### src/rtl/core/assert_macros.svh
// Assertion macros used by the I2C byte master sequencer.
`ifndef ASSERT_MACROS_SVH
`define ASSERT_MACROS_SVH

// Same-cycle implication, disabled while reset is asserted.
`define I2CBM_ASSERT_IMP(name, clk, rst_n, ante, cons, msg) \
    name: assert property (@(posedge clk) disable iff (!rst_n) (ante) |-> (cons)) \
        else $error(msg);

// Next-cycle implication, disabled while reset is asserted.
`define I2CBM_ASSERT_NXT(name, clk, rst_n, ante, cons, msg) \
    name: assert property (@(posedge clk) disable iff (!rst_n) (ante) |=> (cons)) \
        else $error(msg);

`endif

### src/rtl/core/i2cbm_pkg.sv
package i2cbm_pkg;

    localparam int CFG_W = 16;
    localparam logic [CFG_W-1:0] HALF_PERIOD_RST = 16'd3;

    // Command codes carried on the input tuser.
    localparam logic [2:0] REQ_TICK  = 3'd0;
    localparam logic [2:0] REQ_START = 3'd1;
    localparam logic [2:0] REQ_STOP  = 3'd2;
    localparam logic [2:0] REQ_WRITE = 3'd3;
    localparam logic [2:0] REQ_READ  = 3'd4;
    localparam logic [2:0] REQ_CLEAR = 3'd5;

    // Bus sequencer phases.
    localparam logic [4:0] PH_IDLE    = 5'd0;
    localparam logic [4:0] PH_FIN     = 5'd1;
    localparam logic [4:0] PH_ST_REL  = 5'd2;
    localparam logic [4:0] PH_ST_HI   = 5'd3;
    localparam logic [4:0] PH_ST_SDA  = 5'd4;
    localparam logic [4:0] PH_ST_SCL  = 5'd5;
    localparam logic [4:0] PH_SP_LOW  = 5'd6;
    localparam logic [4:0] PH_SP_REL  = 5'd7;
    localparam logic [4:0] PH_SP_HI   = 5'd8;
    localparam logic [4:0] PH_SP_SDA  = 5'd9;
    localparam logic [4:0] PH_WR_BIT  = 5'd10;
    localparam logic [4:0] PH_WR_REL  = 5'd11;
    localparam logic [4:0] PH_WR_HI   = 5'd12;
    localparam logic [4:0] PH_WR_LOW  = 5'd13;
    localparam logic [4:0] PH_WR_ASDA = 5'd14;
    localparam logic [4:0] PH_WR_AREL = 5'd15;
    localparam logic [4:0] PH_WR_AHI  = 5'd16;
    localparam logic [4:0] PH_WR_END  = 5'd17;
    localparam logic [4:0] PH_RD_INIT = 5'd18;
    localparam logic [4:0] PH_RD_REL  = 5'd19;
    localparam logic [4:0] PH_RD_HI   = 5'd20;
    localparam logic [4:0] PH_RD_LOW  = 5'd21;
    localparam logic [4:0] PH_RD_ASDA = 5'd22;
    localparam logic [4:0] PH_RD_AREL = 5'd23;
    localparam logic [4:0] PH_RD_AHI  = 5'd24;
    localparam logic [4:0] PH_RD_END  = 5'd25;
    localparam logic [4:0] PH_BC_SDA  = 5'd26;
    localparam logic [4:0] PH_BC_SCL  = 5'd27;
    localparam logic [4:0] PH_BC_REL  = 5'd28;
    localparam logic [4:0] PH_BC_HI   = 5'd29;
    localparam logic [4:0] PH_BC_END  = 5'd30;

    localparam logic [3:0] DATA_BITS  = 4'd8;
    localparam logic [3:0] CLEAR_PULSES = 4'd9;

    typedef struct packed {
        logic [2:0] req_type;
        logic [7:0] tx_byte;
        logic       msb_first;
        logic       last_byte;
        logic       scl_in;
        logic       sda_in;
    } item_t;

    typedef struct packed {
        logic       scl_pull_low;
        logic       sda_pull_low;
        logic       busy_res;
        logic       done_res;
        logic [7:0] rx_byte;
        logic       rejected;
    } result_t;

endpackage

### src/rtl/core/i2cbm_in_reg.sv
module i2cbm_in_reg
    import i2cbm_pkg::*;
(
    input  logic  clk,
    input  logic  rst_n,
    input  logic  in_valid,
    output logic  in_ready,
    input  item_t in_item,
    input  logic  take,
    output logic  item_valid,
    output item_t item
);

    logic  valid_reg;
    item_t item_reg;

    // A held beat is replaced in the same cycle that the sequencer consumes it.
    assign in_ready   = !valid_reg || take;
    assign item_valid = valid_reg;
    assign item       = item_reg;

    always_ff @(posedge clk or negedge rst_n)
    begin
        if (!rst_n)
        begin
            valid_reg <= 1'b0;
        end
        else if (in_ready)
        begin
            valid_reg <= in_valid;
        end
    end

    always_ff @(posedge clk)
    begin
        if (in_ready && in_valid)
        begin
            item_reg <= in_item;
        end
    end

endmodule

### src/rtl/core/i2cbm_seq.sv
`include "assert_macros.svh"

module i2cbm_seq
    import i2cbm_pkg::*;
#(
    parameter int WAIT_WIDTH = 16
)
(
    input  logic                  clk,
    input  logic                  rst_n,
    input  logic                  step_en,
    input  item_t                 item,
    input  logic [WAIT_WIDTH-1:0] load_value,
    output result_t               res
);

    logic [4:0]            phase_reg, phase_next;
    logic [2:0]            oper_reg, oper_next;
    logic [3:0]            bit_cnt_reg, bit_cnt_next;
    logic [WAIT_WIDTH-1:0] wait_reg, wait_next;
    logic [7:0]            shift_reg, shift_next;
    logic                  order_msb_reg, order_msb_next;
    logic                  nack_last_reg, nack_last_next;
    logic                  scl_low_reg, scl_low_next;
    logic                  sda_low_reg, sda_low_next;

    logic       is_cmd;
    logic       do_adv;
    logic       done;
    logic       rejected;
    logic [7:0] rx_byte;

    assign is_cmd = (item.req_type >= REQ_START) && (item.req_type <= REQ_CLEAR);

    always_comb
    begin
        phase_next     = phase_reg;
        oper_next      = oper_reg;
        bit_cnt_next   = bit_cnt_reg;
        wait_next      = wait_reg;
        shift_next     = shift_reg;
        order_msb_next = order_msb_reg;
        nack_last_next = nack_last_reg;
        scl_low_next   = scl_low_reg;
        sda_low_next   = sda_low_reg;
        done           = 1'b0;
        rejected       = 1'b0;
        rx_byte        = 8'd0;
        do_adv         = 1'b1;

        // Command setup (rejected if busy); a write waits instead of a bus action.
        if (is_cmd && (phase_reg != PH_IDLE))
        begin
            rejected = 1'b1;
        end
        else if (is_cmd)
        begin
            oper_next      = item.req_type;
            bit_cnt_next   = 4'd0;
            wait_next      = '0;
            order_msb_next = item.msb_first;
            case (item.req_type)
                REQ_START: phase_next = PH_ST_REL;
                REQ_STOP:  phase_next = PH_SP_LOW;
                REQ_WRITE:
                begin
                    shift_next = item.tx_byte;
                    phase_next = PH_WR_BIT;
                    wait_next  = load_value;
                    do_adv     = 1'b0;
                end
                REQ_READ:
                begin
                    shift_next     = 8'd0;
                    nack_last_next = item.last_byte;
                    phase_next     = PH_RD_INIT;
                end
                default:   phase_next = PH_BC_SDA;
            endcase
        end

        if (do_adv && (phase_next != PH_IDLE))
        begin
            if (wait_next != '0)
            begin
                wait_next = wait_next - 1'b1;
            end
            else
            begin
                unique case (phase_next)
                    PH_FIN:
                    begin
                        phase_next = PH_IDLE;
                        done       = 1'b1;
                    end
                    PH_ST_REL:
                    begin
                        scl_low_next = 1'b0;
                        sda_low_next = 1'b0;
                        phase_next   = PH_ST_HI;
                    end
                    PH_ST_HI:
                    begin
                        if (item.scl_in)
                        begin
                            phase_next = PH_ST_SDA;
                            wait_next  = load_value;
                        end
                    end
                    PH_ST_SDA:
                    begin
                        sda_low_next = 1'b1;
                        phase_next   = PH_ST_SCL;
                        wait_next    = load_value;
                    end
                    PH_ST_SCL:
                    begin
                        scl_low_next = 1'b1;
                        phase_next   = PH_IDLE;
                        done         = 1'b1;
                    end
                    PH_SP_LOW:
                    begin
                        scl_low_next = 1'b1;
                        sda_low_next = 1'b1;
                        phase_next   = PH_SP_REL;
                        wait_next    = load_value;
                    end
                    PH_SP_REL:
                    begin
                        scl_low_next = 1'b0;
                        phase_next   = PH_SP_HI;
                    end
                    PH_SP_HI:
                    begin
                        if (item.scl_in)
                        begin
                            phase_next = PH_SP_SDA;
                            wait_next  = load_value;
                        end
                    end
                    PH_SP_SDA:
                    begin
                        sda_low_next = 1'b0;
                        phase_next   = PH_FIN;
                        wait_next    = load_value;
                    end
                    PH_WR_BIT:
                    begin
                        if (order_msb_next)
                        begin
                            sda_low_next = !shift_next[7];
                            shift_next   = {shift_next[6:0], 1'b0};
                        end
                        else
                        begin
                            sda_low_next = !shift_next[0];
                            shift_next   = {1'b0, shift_next[7:1]};
                        end
                        phase_next = PH_WR_REL;
                        wait_next  = load_value;
                    end
                    PH_WR_REL:
                    begin
                        scl_low_next = 1'b0;
                        phase_next   = PH_WR_HI;
                    end
                    PH_WR_HI:
                    begin
                        if (item.scl_in)
                        begin
                            phase_next = PH_WR_LOW;
                            wait_next  = load_value;
                        end
                    end
                    PH_WR_LOW:
                    begin
                        scl_low_next = 1'b1;
                        bit_cnt_next = bit_cnt_next + 1'b1;
                        phase_next   = (bit_cnt_next >= DATA_BITS) ? PH_WR_ASDA : PH_WR_BIT;
                    end
                    PH_WR_ASDA:
                    begin
                        sda_low_next = 1'b0;
                        phase_next   = PH_WR_AREL;
                        wait_next    = load_value;
                    end
                    PH_WR_AREL:
                    begin
                        scl_low_next = 1'b0;
                        phase_next   = PH_WR_AHI;
                    end
                    PH_WR_AHI:
                    begin
                        if (item.scl_in)
                        begin
                            phase_next = PH_WR_END;
                            wait_next  = load_value;
                        end
                    end
                    PH_WR_END:
                    begin
                        scl_low_next = 1'b1;
                        sda_low_next = 1'b1;
                        phase_next   = PH_IDLE;
                        done         = 1'b1;
                    end
                    PH_RD_INIT:
                    begin
                        sda_low_next = 1'b0;
                        phase_next   = PH_RD_REL;
                        wait_next    = load_value;
                    end
                    PH_RD_REL:
                    begin
                        scl_low_next = 1'b0;
                        phase_next   = PH_RD_HI;
                    end
                    PH_RD_HI:
                    begin
                        // Data is taken on the tick that first sees SCL high.
                        if (item.scl_in)
                        begin
                            if (order_msb_next)
                            begin
                                shift_next = {shift_next[6:0], item.sda_in};
                            end
                            else
                            begin
                                shift_next = {item.sda_in, shift_next[7:1]};
                            end
                            phase_next = PH_RD_LOW;
                            wait_next  = load_value;
                        end
                    end
                    PH_RD_LOW:
                    begin
                        scl_low_next = 1'b1;
                        bit_cnt_next = bit_cnt_next + 1'b1;
                        phase_next   = (bit_cnt_next >= DATA_BITS) ? PH_RD_ASDA : PH_RD_REL;
                        wait_next    = load_value;
                    end
                    PH_RD_ASDA:
                    begin
                        sda_low_next = !nack_last_next;
                        phase_next   = PH_RD_AREL;
                        wait_next    = load_value;
                    end
                    PH_RD_AREL:
                    begin
                        scl_low_next = 1'b0;
                        phase_next   = PH_RD_AHI;
                    end
                    PH_RD_AHI:
                    begin
                        if (item.scl_in)
                        begin
                            phase_next = PH_RD_END;
                            wait_next  = load_value;
                        end
                    end
                    PH_RD_END:
                    begin
                        scl_low_next = 1'b1;
                        phase_next   = PH_IDLE;
                        done         = 1'b1;
                    end
                    PH_BC_SDA:
                    begin
                        sda_low_next = 1'b1;
                        phase_next   = PH_BC_SCL;
                        wait_next    = load_value;
                    end
                    PH_BC_SCL:
                    begin
                        scl_low_next = 1'b1;
                        phase_next   = PH_BC_REL;
                        wait_next    = load_value;
                    end
                    PH_BC_REL:
                    begin
                        scl_low_next = 1'b0;
                        phase_next   = PH_BC_HI;
                    end
                    PH_BC_HI:
                    begin
                        if (item.scl_in)
                        begin
                            phase_next = PH_BC_END;
                            wait_next  = load_value;
                        end
                    end
                    PH_BC_END:
                    begin
                        sda_low_next = 1'b0;
                        bit_cnt_next = bit_cnt_next + 1'b1;
                        phase_next   = (bit_cnt_next >= CLEAR_PULSES) ? PH_FIN : PH_BC_SDA;
                        wait_next    = load_value;
                    end
                    default:
                    begin
                        phase_next = PH_IDLE;
                        wait_next  = '0;
                    end
                endcase
            end
        end

        if (done)
        begin
            wait_next = '0;
            rx_byte   = (oper_next == REQ_READ) ? shift_next : 8'd0;
        end
    end

    always_ff @(posedge clk or negedge rst_n)
    begin
        if (!rst_n)
        begin
            phase_reg     <= PH_IDLE;
            oper_reg      <= REQ_TICK;
            bit_cnt_reg   <= 4'd0;
            wait_reg      <= '0;
            shift_reg     <= 8'd0;
            order_msb_reg <= 1'b1;
            nack_last_reg <= 1'b0;
            scl_low_reg   <= 1'b0;
            sda_low_reg   <= 1'b0;
        end
        else if (step_en)
        begin
            phase_reg     <= phase_next;
            oper_reg      <= oper_next;
            bit_cnt_reg   <= bit_cnt_next;
            wait_reg      <= wait_next;
            shift_reg     <= shift_next;
            order_msb_reg <= order_msb_next;
            nack_last_reg <= nack_last_next;
            scl_low_reg   <= scl_low_next;
            sda_low_reg   <= sda_low_next;
        end
    end

    always_comb
    begin
        res.scl_pull_low = scl_low_next;
        res.sda_pull_low = sda_low_next;
        res.busy_res     = (phase_next != PH_IDLE);
        res.done_res     = done;
        res.rx_byte      = rx_byte;
        res.rejected     = rejected;
    end

    `I2CBM_ASSERT_NXT(a_done_leaves_idle, clk, rst_n, step_en && done, phase_reg == PH_IDLE, "completed command did not return to idle")
    `I2CBM_ASSERT_IMP(a_reject_only_busy, clk, rst_n, step_en && rejected, phase_reg != PH_IDLE, "command rejected while idle")
    `I2CBM_ASSERT_IMP(a_wait_only_busy, clk, rst_n, wait_reg != '0, phase_reg != PH_IDLE, "wait count running while idle")
    `I2CBM_ASSERT_NXT(a_hold_without_beat, clk, rst_n, !step_en, $stable(phase_reg) && $stable(wait_reg), "sequencer moved without a beat")

endmodule

### src/rtl/core/i2c_bitbang_byte_master.sv
// A result beat is formed from its input beat by the input register, then one sequencer
// step into the result register; a result that is not taken holds the step back.
// Throughput: one beat per cycle while m_axis_tready does not stall the result register;
// the whole bus-phase step is combinational logic. Reset (rst_n, asynchronous, active low)
// idles the sequencer, releases SCL and SDA, empties both registers and sets half_period_ticks to 3.
module i2c_bitbang_byte_master
    import i2cbm_pkg::*;
#(
    parameter int WAIT_WIDTH = 16
)
(
    input  logic        clk,
    input  logic        rst_n,
    input  logic        cfg_valid,
    output logic        cfg_ready,
    input  logic [15:0] cfg_data,       // half_period_ticks
    input  logic        s_axis_tvalid,
    output logic        s_axis_tready,
    input  logic [15:0] s_axis_tdata,   // tx_byte[7:0], msb_first, scl_in, sda_in, zero pad
    input  logic [2:0]  s_axis_tuser,   // req_type
    input  logic        s_axis_tlast,   // last_byte
    output logic        m_axis_tvalid,
    input  logic        m_axis_tready,
    output logic [15:0] m_axis_tdata    // scl_pull_low, sda_pull_low, busy_res, done_res,
                                        // rx_byte[7:0], rejected, zero pad
);

    localparam int CW = (WAIT_WIDTH > CFG_W) ? WAIT_WIDTH : CFG_W;
    localparam logic [CW-1:0] WAIT_MAX = CW'({WAIT_WIDTH{1'b1}});

    logic [CFG_W-1:0]      half_reg;
    logic [CW-1:0]         half_ext;
    logic [WAIT_WIDTH-1:0] load_value;

    item_t   in_item;
    item_t   item;
    logic    item_valid;
    logic    out_free;
    logic    step_en;
    result_t res;

    logic        m_valid_reg;
    logic [15:0] m_data_reg;

    assign cfg_ready = 1'b1;

    always_ff @(posedge clk or negedge rst_n)
    begin
        if (!rst_n)
        begin
            half_reg <= HALF_PERIOD_RST;
        end
        else if (cfg_valid)
        begin
            half_reg <= cfg_data;
        end
    end

    // Zero acts as one; values beyond the counter range saturate.
    assign half_ext   = CW'(half_reg);
    assign load_value = (half_reg == '0)     ? WAIT_WIDTH'(1) :
                        (half_ext > WAIT_MAX) ? WAIT_MAX[WAIT_WIDTH-1:0] :
                                                half_ext[WAIT_WIDTH-1:0];

    assign in_item.req_type  = s_axis_tuser;
    assign in_item.tx_byte   = s_axis_tdata[7:0];
    assign in_item.msb_first = s_axis_tdata[8];
    assign in_item.last_byte = s_axis_tlast;
    assign in_item.scl_in    = s_axis_tdata[9];
    assign in_item.sda_in    = s_axis_tdata[10];

    assign out_free = !m_valid_reg || m_axis_tready;
    assign step_en  = item_valid && out_free;

    i2cbm_in_reg u_in_reg (
        .clk        (clk),
        .rst_n      (rst_n),
        .in_valid   (s_axis_tvalid),
        .in_ready   (s_axis_tready),
        .in_item    (in_item),
        .take       (step_en),
        .item_valid (item_valid),
        .item       (item)
    );

    i2cbm_seq #(
        .WAIT_WIDTH (WAIT_WIDTH)
    ) u_seq (
        .clk        (clk),
        .rst_n      (rst_n),
        .step_en    (step_en),
        .item       (item),
        .load_value (load_value),
        .res        (res)
    );

    always_ff @(posedge clk or negedge rst_n)
    begin
        if (!rst_n)
        begin
            m_valid_reg <= 1'b0;
        end
        else if (step_en)
        begin
            m_valid_reg <= 1'b1;
        end
        else if (m_axis_tready)
        begin
            m_valid_reg <= 1'b0;
        end
    end

    always_ff @(posedge clk)
    begin
        if (step_en)
        begin
            m_data_reg <= {3'b000, res.rejected, res.rx_byte, res.done_res, res.busy_res,
                           res.sda_pull_low, res.scl_pull_low};
        end
    end

    assign m_axis_tvalid = m_valid_reg;
    assign m_axis_tdata  = m_data_reg;

endmodule
### config.mk
export PLATFORM = sky130hd
export DESIGN_NAME = i2c_bitbang_byte_master
export DESIGN_NICKNAME = d
export VERILOG_FILES = /design/src/rtl/core/i2cbm_pkg.sv /design/src/rtl/core/i2cbm_in_reg.sv /design/src/rtl/core/i2cbm_seq.sv /design/src/rtl/core/i2c_bitbang_byte_master.sv
export VERILOG_INCLUDE_DIRS = /design/src /design/src/rtl/core
export SDC_FILE = /design/constraint.sdc
export NUM_CORES = 1
export LEC_CHECK = 0
export ABC_CLOCK_PERIOD_IN_PS = 3600
export BUFFER_PORTS_ARGS = -buffer_cell sky130_fd_sc_hd__buf_2
export CORE_MARGIN = 2
export CORE_UTILIZATION = 50
export CTS_CLUSTER_SIZE = 8
export DETAILED_ROUTE_END_ITERATION = 6
export PLACE_DENSITY = 0.75
export SLEW_MARGIN = 40
export SYNTH_ARGS = -nofsm -noshare
export SYNTH_HDL_FRONTEND = slang
export SYNTH_SLANG_ARGS = --single-unit
### constraint.sdc
create_clock -name clk -period 3.6 [get_ports clk]
set_input_delay 0.72 -clock clk [delete_from_list [all_inputs] [get_ports clk]]
set_output_delay 0.72 -clock clk [all_outputs]
set_load 0.05 [all_outputs]
==> results_dict.tcl <==
set metrics [dict create \
    final_core_util 0.599 \
    intPower_mw 2.30 \
    synth.area.top_cells "dfrtp_1 (23%), edfxtp_1 (14%), nand2_1 (5.2%), o21ai_0 (4.2%), a21oi_1 (3.7%)" \
    worstSetupStartpoint "u_seq.phase_reg[0]" \
    drc 0 \
    maxSlewHeadroom 0.459 \
    power_switching_mw 1.64 \
    die_area_um2 12900 \
    postCtsHoldBufs 0 \
    antenna_cells 0 \
    gp_congestion 0.995 \
    cts_max_level 3 \
    grt_max_degree 36 \
    power_density_nw_per_um2 555 \
    cp_max_fo 16 \
    cp_data_required_time_ns 3.87 \
    insertion_delay_ns 0.35 \
    power_frac_comb 0.445 \
    setup.worst_path.start_class "flop" \
    routed_wl_um 20000 \
    post_cts_resized 0 \
    cts_setup_buffers 0 \
    synth_top_area_frac 0.229 \
    routed_via_density 6.63 \
    total_power_mw 3.94 \
    antenna_found_initial 0 \
    synth_area_um2 6020 \
    cts_tree "done" \
    synth_edf_count 28 \
    yosysWarnings 0 \
    synth_flop_cell "dfrtp_1" \
    fin_tns_setup_ns 0 \
    finalSetupViolCount 0 \
    die_h_um 114 \
    rows 40 \
    hp-class "input port to async pin" \
    crit_arrival_ns 3.74 \
    swShare 0.417 \
    numCtsBuffers 9 \
    pwr-share-seq 0.325 \
    nFillCells 1037 \
    ys_ff_latch 86 \
    hpwl_um 14700 \
    drt_first_pass_iters 6 \
    fmax_mhz 288 \
    antenna_left 0 \
    nets 825 \
    power_leakage_nw 2.86 \
    start_util 0.508 \
    grt_pass1_vias 5793 \
    grt_use_total 0.315 \
    layout-drive-gt1-share 0.230 \
    skew_ns 0.00820 \
    tightest_slew_ns 0.805 \
    synth-async-reset-ratio 0.674 \
    drtIter0Drc 787 \
    vias 6189 \
    yosysUniqueCellTypes 78 \
    period_share 0.964 \
    yosysTopAreaCell "dfrtp_1" \
    fin_crit_ns 3.47 \
    grt_pass1_wl_um 31600 \
    peakVddDrop_mv 0.357 \
    io_pins 60 \
    final_max_slew_viol_count 0 \
    crit_type "flop to flop" \
    synth.avg_cell_area_um2 8.57 \
    setup.worst_path.end_class "flop" \
    die_w_um 114 \
    outcome "completed" \
    grt_setup_unrepaired "no" \
    synthToLayoutAreaGrowth_pct 18.0 \
    cts_buffer_depth 2 \
    maxCapViolCount 0 \
    clkPwrFrac 0.230 \
    finalHoldViolations 0 \
    design.core.area_um2 11900 \
    path_clk_slew_ns 0.07 \
    cts-root-buf "clkbuf_16" \
    synth-seq-area-share 0.381 \
    routedWlPerCell_um 21.4 \
    rr_startpoint "u_seq.phase_reg[0]" \
    clock-sinks 86 \
    grt_remaining_overflow 0 \
    syn_inst 703 \
    portBuffers 50 \
]
==> path summary, 6_finish.rpt <==
check | end | slack, ns | depth (start not counted)
min | u_seq.bit_cnt_reg[0] | 0.33 | 1
max in group asynchronous | u_seq.wait_reg[10] | 2.66 | 2
max reg2reg | u_seq.wait_reg[12] | 0.13 | 12
min in group clk | u_seq.sda_low_reg | 0.50 | 1
max | u_seq.wait_reg[12] | 0.13 | 12
min reg2reg | u_seq.sda_low_reg | 0.50 | 1
==> power by group through the flow <==
stage          Combinational, mW  Sequential, mW  Clock (mW)
2_1_floorplan               1.08            1.28           0
3_3_place_gp                1.66            1.28           0
3_5_place_dp                1.67            1.29           0
4_1_cts                     1.68            1.27       0.928
5_1_grt                     1.87            1.30       0.963
6_report                    1.75            1.28       0.907
==> cell usage in the layout, fill, tap and decap left out, types with 7 or more instances in the layout <==
cell type,instances
edfxtp_1,28
buf_2,49
a22o_1,15
nor3_1,22
nand4_1,7
a21o_1,8
o31ai_1,9
clkbuf_16,9
a21oi_1,42
and3_1,7
mux2_2,18
nand3_1,17
o21ai_0,50
o211ai_1,7
o41ai_1,11
nor2_1,53
buf_4,69
o22ai_1,12
a211oi_1,12
inv_1,20
and2_1,12
mux2i_1,9
nand2_1,84
a31oi_1,21
dfrtp_1,55
a22oi_1,8
==> cells by family (layout without fill, tap and decap cells) <==
kind of cell | count (synthesis) | count (layout) | synth area share
AO/OA/AOI/OAI | 258 | 258 | 0.294
AND/OR/NAND/NOR | 245 | 245 | 0.205
flip-flops | 86 | 86 | 0.381
buffers and inverters | 76 | 157 | 0.0540
multiplexers | 28 | 28 | 0.0505
XOR/XNOR | 5 | 5 | 0.00727
adder cells (fa/ha/maj) | 3 | 3 | 0.00623
other | 2 | 4 | 0.00125
==> metrics by stage <==
| step | hold slack [ns] | setup slack, ns | instance area, µm² | std cells |
|---|---|---|---|---|
| floorplan | 0.424 | 0.0477 | 6030 | 705 |
| global placement | 0.470 | 0.0810 | 6750 | 917 |
| detailed placement | 0.495 | 0.0115 | 6750 | 917 |
| CTS | 0.346 | 0.00480 | 7040 | 933 |
| global route | 0.367 | 0.00840 | 7100 | 933 |
| finish | 0.331 | 0.131 | 7100 | 933 |
==> critical path, stage by stage, from the launching register on <==
cell and delay, ns:
dfrtp_1 0.46, buf_12 0.19, or4_1 0.54, o41ai_1 0.27, a22oi_1 0.16, ha_1 0.25
a21boi_1 0.15, and4_1 0.28, nand4_4 0.22, buf_4 0.16, a21oi_1 0.04, or4_1 0.42
a31oi_2 0.23
==> final cells by class <==
cell class,instances,area (µm²),area share
Inverter,22,82.6,0.0116
Multi-Input combinational cell,543,3470,0.488
Clock buffer,9,225,0.0317
Clock inverter,7,63.8,0.00898
Sequential cell,86,2300,0.323
Tap cell,147,184,0.0259
Timing Repair Buffer,119,783,0.110
==> Yosys cell counts (all sizes together), types with 10 or more instances <==
library cell and n:
o41ai 13, a22o 15, o21ai 55, buf 25, edfxtp 28, nor2 55, a31oi 22, o22ai 12
mux2 19, nand3 18, a211oi 12, clkbuf 29, nand2 84, o31ai 10, inv 20, a21oi 44
dfrtp 55, nor3 23, and2 12
==> metal layers <==
| metal | GRT usage | up-vias | share of wire |
|---|---|---|---|
| met1 | 0.448 | 2933 | 0.42 |
| met4 | 0.130 | 0 | 0.042 |
| li1 | - | 2831 | - |
| met2 | 0.479 | 358 | 0.44 |
| met3 | 0.0547 | 67 | 0.096 |
| met5 | 0 | - | 0 |
Power figures use the tool's default switching activity.
